## config.mk

```make
export PLATFORM = sky130hd
export DESIGN_NAME = aes_key_ram
export DESIGN_NICKNAME = d
export VERILOG_FILES = /design/src/hdl/aes_key_ram.sv
export SDC_FILE = /design/constraint.sdc
export NUM_CORES = 2
export LEC_CHECK = 0
export BUFFER_PORTS_ARGS = -buffer_cell sky130_fd_sc_hd__buf_4
export CAP_MARGIN = 20
export CORE_ASPECT_RATIO = 0.8
export CORE_MARGIN = 4
export CORE_UTILIZATION = 63
export CTS_BUF_LIST = sky130_fd_sc_hd__clkbuf_8
export CTS_CLUSTER_DIAMETER = 30
export DETAILED_ROUTE_END_ITERATION = 10
export GPL_TIMING_DRIVEN = 0
export PLACE_DENSITY_LB_ADDON = 0.1
export SLEW_MARGIN = 20
export SYNTH_ARGS = -nofsm -noshare
export SYNTH_HDL_FRONTEND = slang
export SYNTH_SLANG_ARGS = --single-unit
```

## constraint.sdc

```tcl
create_clock -name clk -period 3.2 [get_ports clk]
set_input_delay 0.32 -clock clk [delete_from_list [all_inputs] [get_ports clk]]
set_output_delay 0.32 -clock clk [all_outputs]
set_load 0.02 [all_outputs]
```

## src/hdl/aes_key_ram.sv

```systemverilog
`timescale 1ns / 1ps
// Round-key store: one row of four words per round, registered read.
module aes_key_ram #(
  parameter int ROWS = 15
) (
  input  logic                    clk,
  input  logic                    we,
  input  logic [$clog2(ROWS)-1:0] waddr,
  input  logic [1:0]              wcol,
  input  logic [31:0]             wdata,
  input  logic [$clog2(ROWS)-1:0] raddr,
  output logic [127:0]            rdata
);
  logic [31:0] mem0 [ROWS];
  logic [31:0] mem1 [ROWS];
  logic [31:0] mem2 [ROWS];
  logic [31:0] mem3 [ROWS];

  always_ff @(posedge clk) begin
    if (we && wcol == 2'd0) mem0[waddr] <= wdata;
    if (we && wcol == 2'd1) mem1[waddr] <= wdata;
    if (we && wcol == 2'd2) mem2[waddr] <= wdata;
    if (we && wcol == 2'd3) mem3[waddr] <= wdata;
    rdata <= {mem0[raddr], mem1[raddr], mem2[raddr], mem3[raddr]};
  end
endmodule

```

# After elaboration in Yosys (flattened, before gate mapping)
# Memory sizes are Yosys's and may differ from the RTL's. A register that Yosys moved wholly into a read port is not among the register bits.
# Index checks and enable logic that the tools add are counted.
word_totals:
  ff_bits: 0
  latch_bits: 0
  ram_bits: 1920
  romBits: 0
  output_inout_bits: 128
  wordCells: 20
  memories: 4
classes:
  n_addsub: 0
  multipliers: 0
  div: 0
  n_lt_le_gt_ge: 0
  n_eq_ne: 3
  shifts: 0
  mux: 8
  bitwise: 0
  reduce_logical: 5
memory_table:
  columns: ["memory", "words", "word_bits", "read_ports", "rd_clocked_by_memory_dff", "write_ports", "line_no", "text"]
  rows:
  - ["mem0", 15, 32, 1, 1, 1, "14", "logic [31:0] mem0 [ROWS];"]
  - ["mem1", 15, 32, 1, 1, 1, "15", "logic [31:0] mem1 [ROWS];"]
  - ["mem2", 15, 32, 1, 1, 1, "16", "logic [31:0] mem2 [ROWS];"]
  - ["mem3", 15, 32, 1, 1, 1, "17", "logic [31:0] mem3 [ROWS];"]
ops:
  columns: ["op", "n"]
  rows:
  - ["1-bit 2-to-1 mux", 8]
  - ["2-bit == test (second input constant)", 2]
  - ["1-bit logical AND", 4]
  - ["2-bit by 1-bit == test with 1-bit output (second input constant)", 1]
  - ["2-bit logical NOT", 1]

# Depth between registers and ports, before layout
depth:
  word_depth: 4
  depth_mapped: 9

# Least setup slack after synthesis
# No wires, ideal clock.
synth_path:
  path_kind: "input to register"
  startpoint: "in wcol[0]"
  endpoint: "mem mem0[10][0] (enable)"
  setup_time_ns: 0.421
  arrival_time_ns: 2.493
  required_ns: 2.779
  setup_slack_ns: 0.286
  cell_stages: 4
  path_buffers: 2
  path_cell_list: "or3b_2 -> clkbuf_1 -> clkbuf_1 -> nor2_1"
synth_via:
  elab_chain_len: 4
synth_lines:
  columns: ["item", "line_no", "text"]
  rows:
  - ["start: declaration", "9", "input logic [1:0] wcol,"]
  - ["2-bit logical NOT", "20", "if (we && wcol == 2'd0) mem0[waddr] <= wdata;"]
  - ["1-bit logical AND", "20", null]
  - ["1-bit 2-to-1 mux", "20", null]
  - ["1-bit 2-to-1 mux (not written as such)", "20", null]
  - ["end: declaration", "14", null]
# Every way passes these cells.

==> results.md <==
- Dividing the detail-routed via count by the number of cells gives 6.66.
- After synthesis, the cell types taking the most area are edfxtp_1 76%, mux4_2 7.6%, mux2i_1 3.6%.
- The starting density of the core is 63.8%.
- TritonCTS created 341 clock buffers.
- The CTS tree is yes.
- The count of antenna-violating nets left after detailed routing is 0.
- The clock arrives with 43.2 ps of skew.
- The number of distinct standard cells referenced by the synthesized netlist is 30.
- The first global-routing pass estimated 301000 µm of wire.
- The completed layout was analyzed and its total power is 0.0560 W.
- STA classifies the critical path startpoint as an input pin.
- The part of the cycle the worst path needs is 89.1%.
- The length of routed met3 wiring is 31200 µm.
- Setup repair after global routing left no endpoint under its margin.
- The arrival time of data at the critical path endpoint is 3750 ps.
- For this run the aggregate overflow at the end of global routing stands at 0.
- Of the total synthesized cell area, the portion taken by AND, OR, NAND and NOR gates is 2.60%.
- The Yosys warning count is 0.
- The number of failing hold endpoints at the final stage is 0.
- The first TritonRoute pass finished after 6 iterations.
- Counting instances, the worst hold path has a depth of 4.
- The flow ran to the end, and the final reports show no timing, DRC or antenna violations.
- The endpoint identified for the worst register-to-register timing path is rdata[80].
- In this run the number of H-tree levels came out at 5.
- The placement-stage cell area is 82000 µm².
- In the global route stage, overall resource usage came out at 34.2%.
- Detailed routing placed a total of 96000 µm of wire on met2.
- The path class of the tightest hold or removal check is in2reg.
- The clock passes through at most 4 buffers.
- The highest layer used for signal routing is met5.
- The tightest slew margin relative to the limit is 17.5%.
- The power density over cell area is 628 nW/µm².
- The xor/xnor share of the synthesized area is 0%.
- The synthesized design spends more area on one cell type than any other, namely edfxtp_1.
- The CTS clock-pin slew for the worst setup and hold paths is 60 ps.
- Of the cells placed in the final design, the portion with a size suffix greater than 1 is 25.4%.
- The endpoint type of the worst setup path is a register.
- The overall die width is 397 µm.
- The post-cts repair resize count is 0.
- Across the VDD grid, the largest voltage drop is 0.448 mV.
- The adder and majority cell fraction of the synthesized area is 0%.
- Pin placement for this block handled 172 I/O pins.
- The sequential-to-total area share from yosys stat is 79.0%.
- The startpoint of the lowest-slack register-to-register path is mem1[12][16].
- Row generation in the floorplan step produced 113 rows.
- The post-synthesis instance area is 76200 µm².
- The DRC violation total after the first TritonRoute iteration is 6612.
- The die is 319 µm tall.
- Of all nets on the critical path, the largest fanout is 10.
- The placer's final routability congestion estimate is 0.879.
- The per-instance average area after synthesis is 20.3 µm².
- The combinational family with the most area after synthesis is multiplexers.
- In the final timing run, aggregate negative setup slack is 0 ps.
- Summed over its instances, the top area cell type makes up 75.7% of the synthesized netlist area.
- The total of buffers placed on input and output ports is 170.
- The number of cells on the worst reg-to-reg path is 4.
- The via count of the first global-routing pass is 41100.
- The max-slew violation count is 0.
- The number of instances in the synthesized netlist is 3761.
- By startpoint and endpoint, the worst setup path is classified as in2reg.
- Setup violations remaining at the end of the flow were counted as 0.
- For the worst setup path, the data required time is 4100 ps.
- The origin of the worst min-delay path is raddr[3].
- Measured against the total synthesized area, the mux share comes to 11.5%.
- Counting tap cells, the placed design contains a total of 5627 instances.
- The setup check on the worst reg-to-reg path leaves a slack of 1310 ps.
- Counting flops and latches in the post-synthesis netlist gives 2048.
- The mean routed wirelength per cell is 34.2 µm.
- The analysis attributes to cell leakage a power of 29.7 nW.
- The area growth from synthesis to layout is 16.9%.
- The die outline area is 127000 µm².
- The met1 routed wirelength after detailed routing is 78900 µm.
- The number of antenna violations at the first check in global routing is 28.
- The clock latency reported for the late side of the worst-skew pair is 1040 ps.
- The number of nets in the synthesized netlist is 3805.
- The synthesized-area fraction occupied by ao, oa, aoi and oai cells is 5.41%.
- The tree built by TritonCTS fans out to 2048 sinks.
- The total of max-cap violations is 0.
- The buffers inserted during post-CTS setup optimization is 0.
- Based on the critical path, the design can be clocked at up to 351 MHz.
- After detailed routing, the number of remaining DRC violations is 0.
- Subtracting the final worst setup slack from the clock period gives 2850 ps.
- The total core area is 119000 µm².
- The endpoint with the worst hold slack is rdata[124].
- After routing the design area is 89100 µm².
- Detailed placement ended at an HPWL of 133000 µm.
- The net count of the finished layout is 4436.
- At the pin with the least slew margin, the transition time is 1240 ps.
- The pin count of the biggest net entering global routing is 61.
- For this run, the number of standard cells in the final layout without fillers is 6268.
- The routed wire length is 215000 µm.
- Clock tree synthesis selected as its root buffer the cell clkbuf_8.
- The detailed-route via count is 41800.
[cells in the mapped netlist]
cell and count:
o21ai_0 16, o211ai_2 18, a31oi_1 107, and2b_1 1, a211o_1 92, buf_4 23, inv_1 2, o21ai_1 91
clkbuf_1 116, o211ai_1 3, nand2_1 24, or3b_2 1, nor2b_1 118, mux4_2 256, mux2i_1 271, a22oi_1 107
buf_6 9, a221o_1 21, nand2b_1 131, nor2_1 67, buf_1 18, mux2_4 21, or2_2 2, nand3_1 7
nand3b_1 2, o221ai_1 21, dfxtp_1 128, buf_2 61, edfxtp_1 1920, o22ai_1 107
[layout by cell type (no fill, tap or decap), types with 83 or more instances in the layout]
master,netlist,layout
mux4_2,256,256
edfxtp_1,1920,1920
dfxtp_1,128,128
o21ai_1,91,91
inv_1,2,83
nor2b_1,118,118
clkbuf_1,116,107
o22ai_1,107,107
buf_4,23,193
a31oi_1,107,107
a211o_1,92,92
mux2i_1,271,271
clkbuf_8,0,367
nand2b_1,131,131
a22oi_1,107,107
[flip-flops by register name, summed over array words and instances (netlist names)]
name,flops
mem1,480
rdata,128
mem3,480
mem0,480
mem2,480
[critical path, cell delays in order]
cell	delay (ps)
buf_4	100
buf_2	670
buf_2	650
clkbuf_1	880
clkbuf_1	580
a31oi_1	190
o21ai_1	320
[what timing repair did]
action | 4_1_cts | 5_1_grt
hold buffers | 32 | 0
setup endpoints to repair | 0 | 0
hold endpoints to repair | 1920 | 0
[stage by stage]
step,hold WS [ps],worst slack [ps],utilization [%]
detailed placement,609,-625,68.6
floorplan,419,286,-
global placement,631,-1850,66.5
finish,81.1,350,74.6
global route,115,386,74.5
CTS,3.81,478,74.5
[routing by layer]
metal,vias up,GRT usage [%]
met5,-,0
li1,16800,-
met2,3268,49.8
met1,21200,49.6
met3,488,10.3
met4,10,13.6
[cell type report]
cell class	count	area, µm²
antenna	15	37.5
sequential	2048	60200
clock inverter	227	1670
buffer	227	1100
fill	6725	30400
inverter	2	7.51
tap	1610	2010
multi-input combinational	1484	15400
clock buffer	367	5050
timing repair buffer	288	3630
[logic make-up after synthesis]
logic type | Yosys count
compound gates | 583
flops | 2048
mux | 548
simple gates | 353
buf+inv | 229
[how the worst max path moves through the flow]
stage	cells after the start	to	startpoint
after global placement	5	mem0[6][17]	wcol[0]
final	7	rdata[30]	raddr[2]
after detailed placement	7	rdata[30]	raddr[2]
after global routing	7	rdata[30]	raddr[2]
after CTS	7	rdata[30]	raddr[2]
after floorplan	4	mem0[10][0]	wcol[0]
[power by group]
group	leakage, nW	switching [W]	internal [W]
logic	7.69	0.00227	0.00109
registers	18.4	0.0000869	0.0296
clock network	3.69	0.0104	0.0125
total	29.7	0.0128	0.0432
Note: power is estimated with default switching activity, not from simulation.
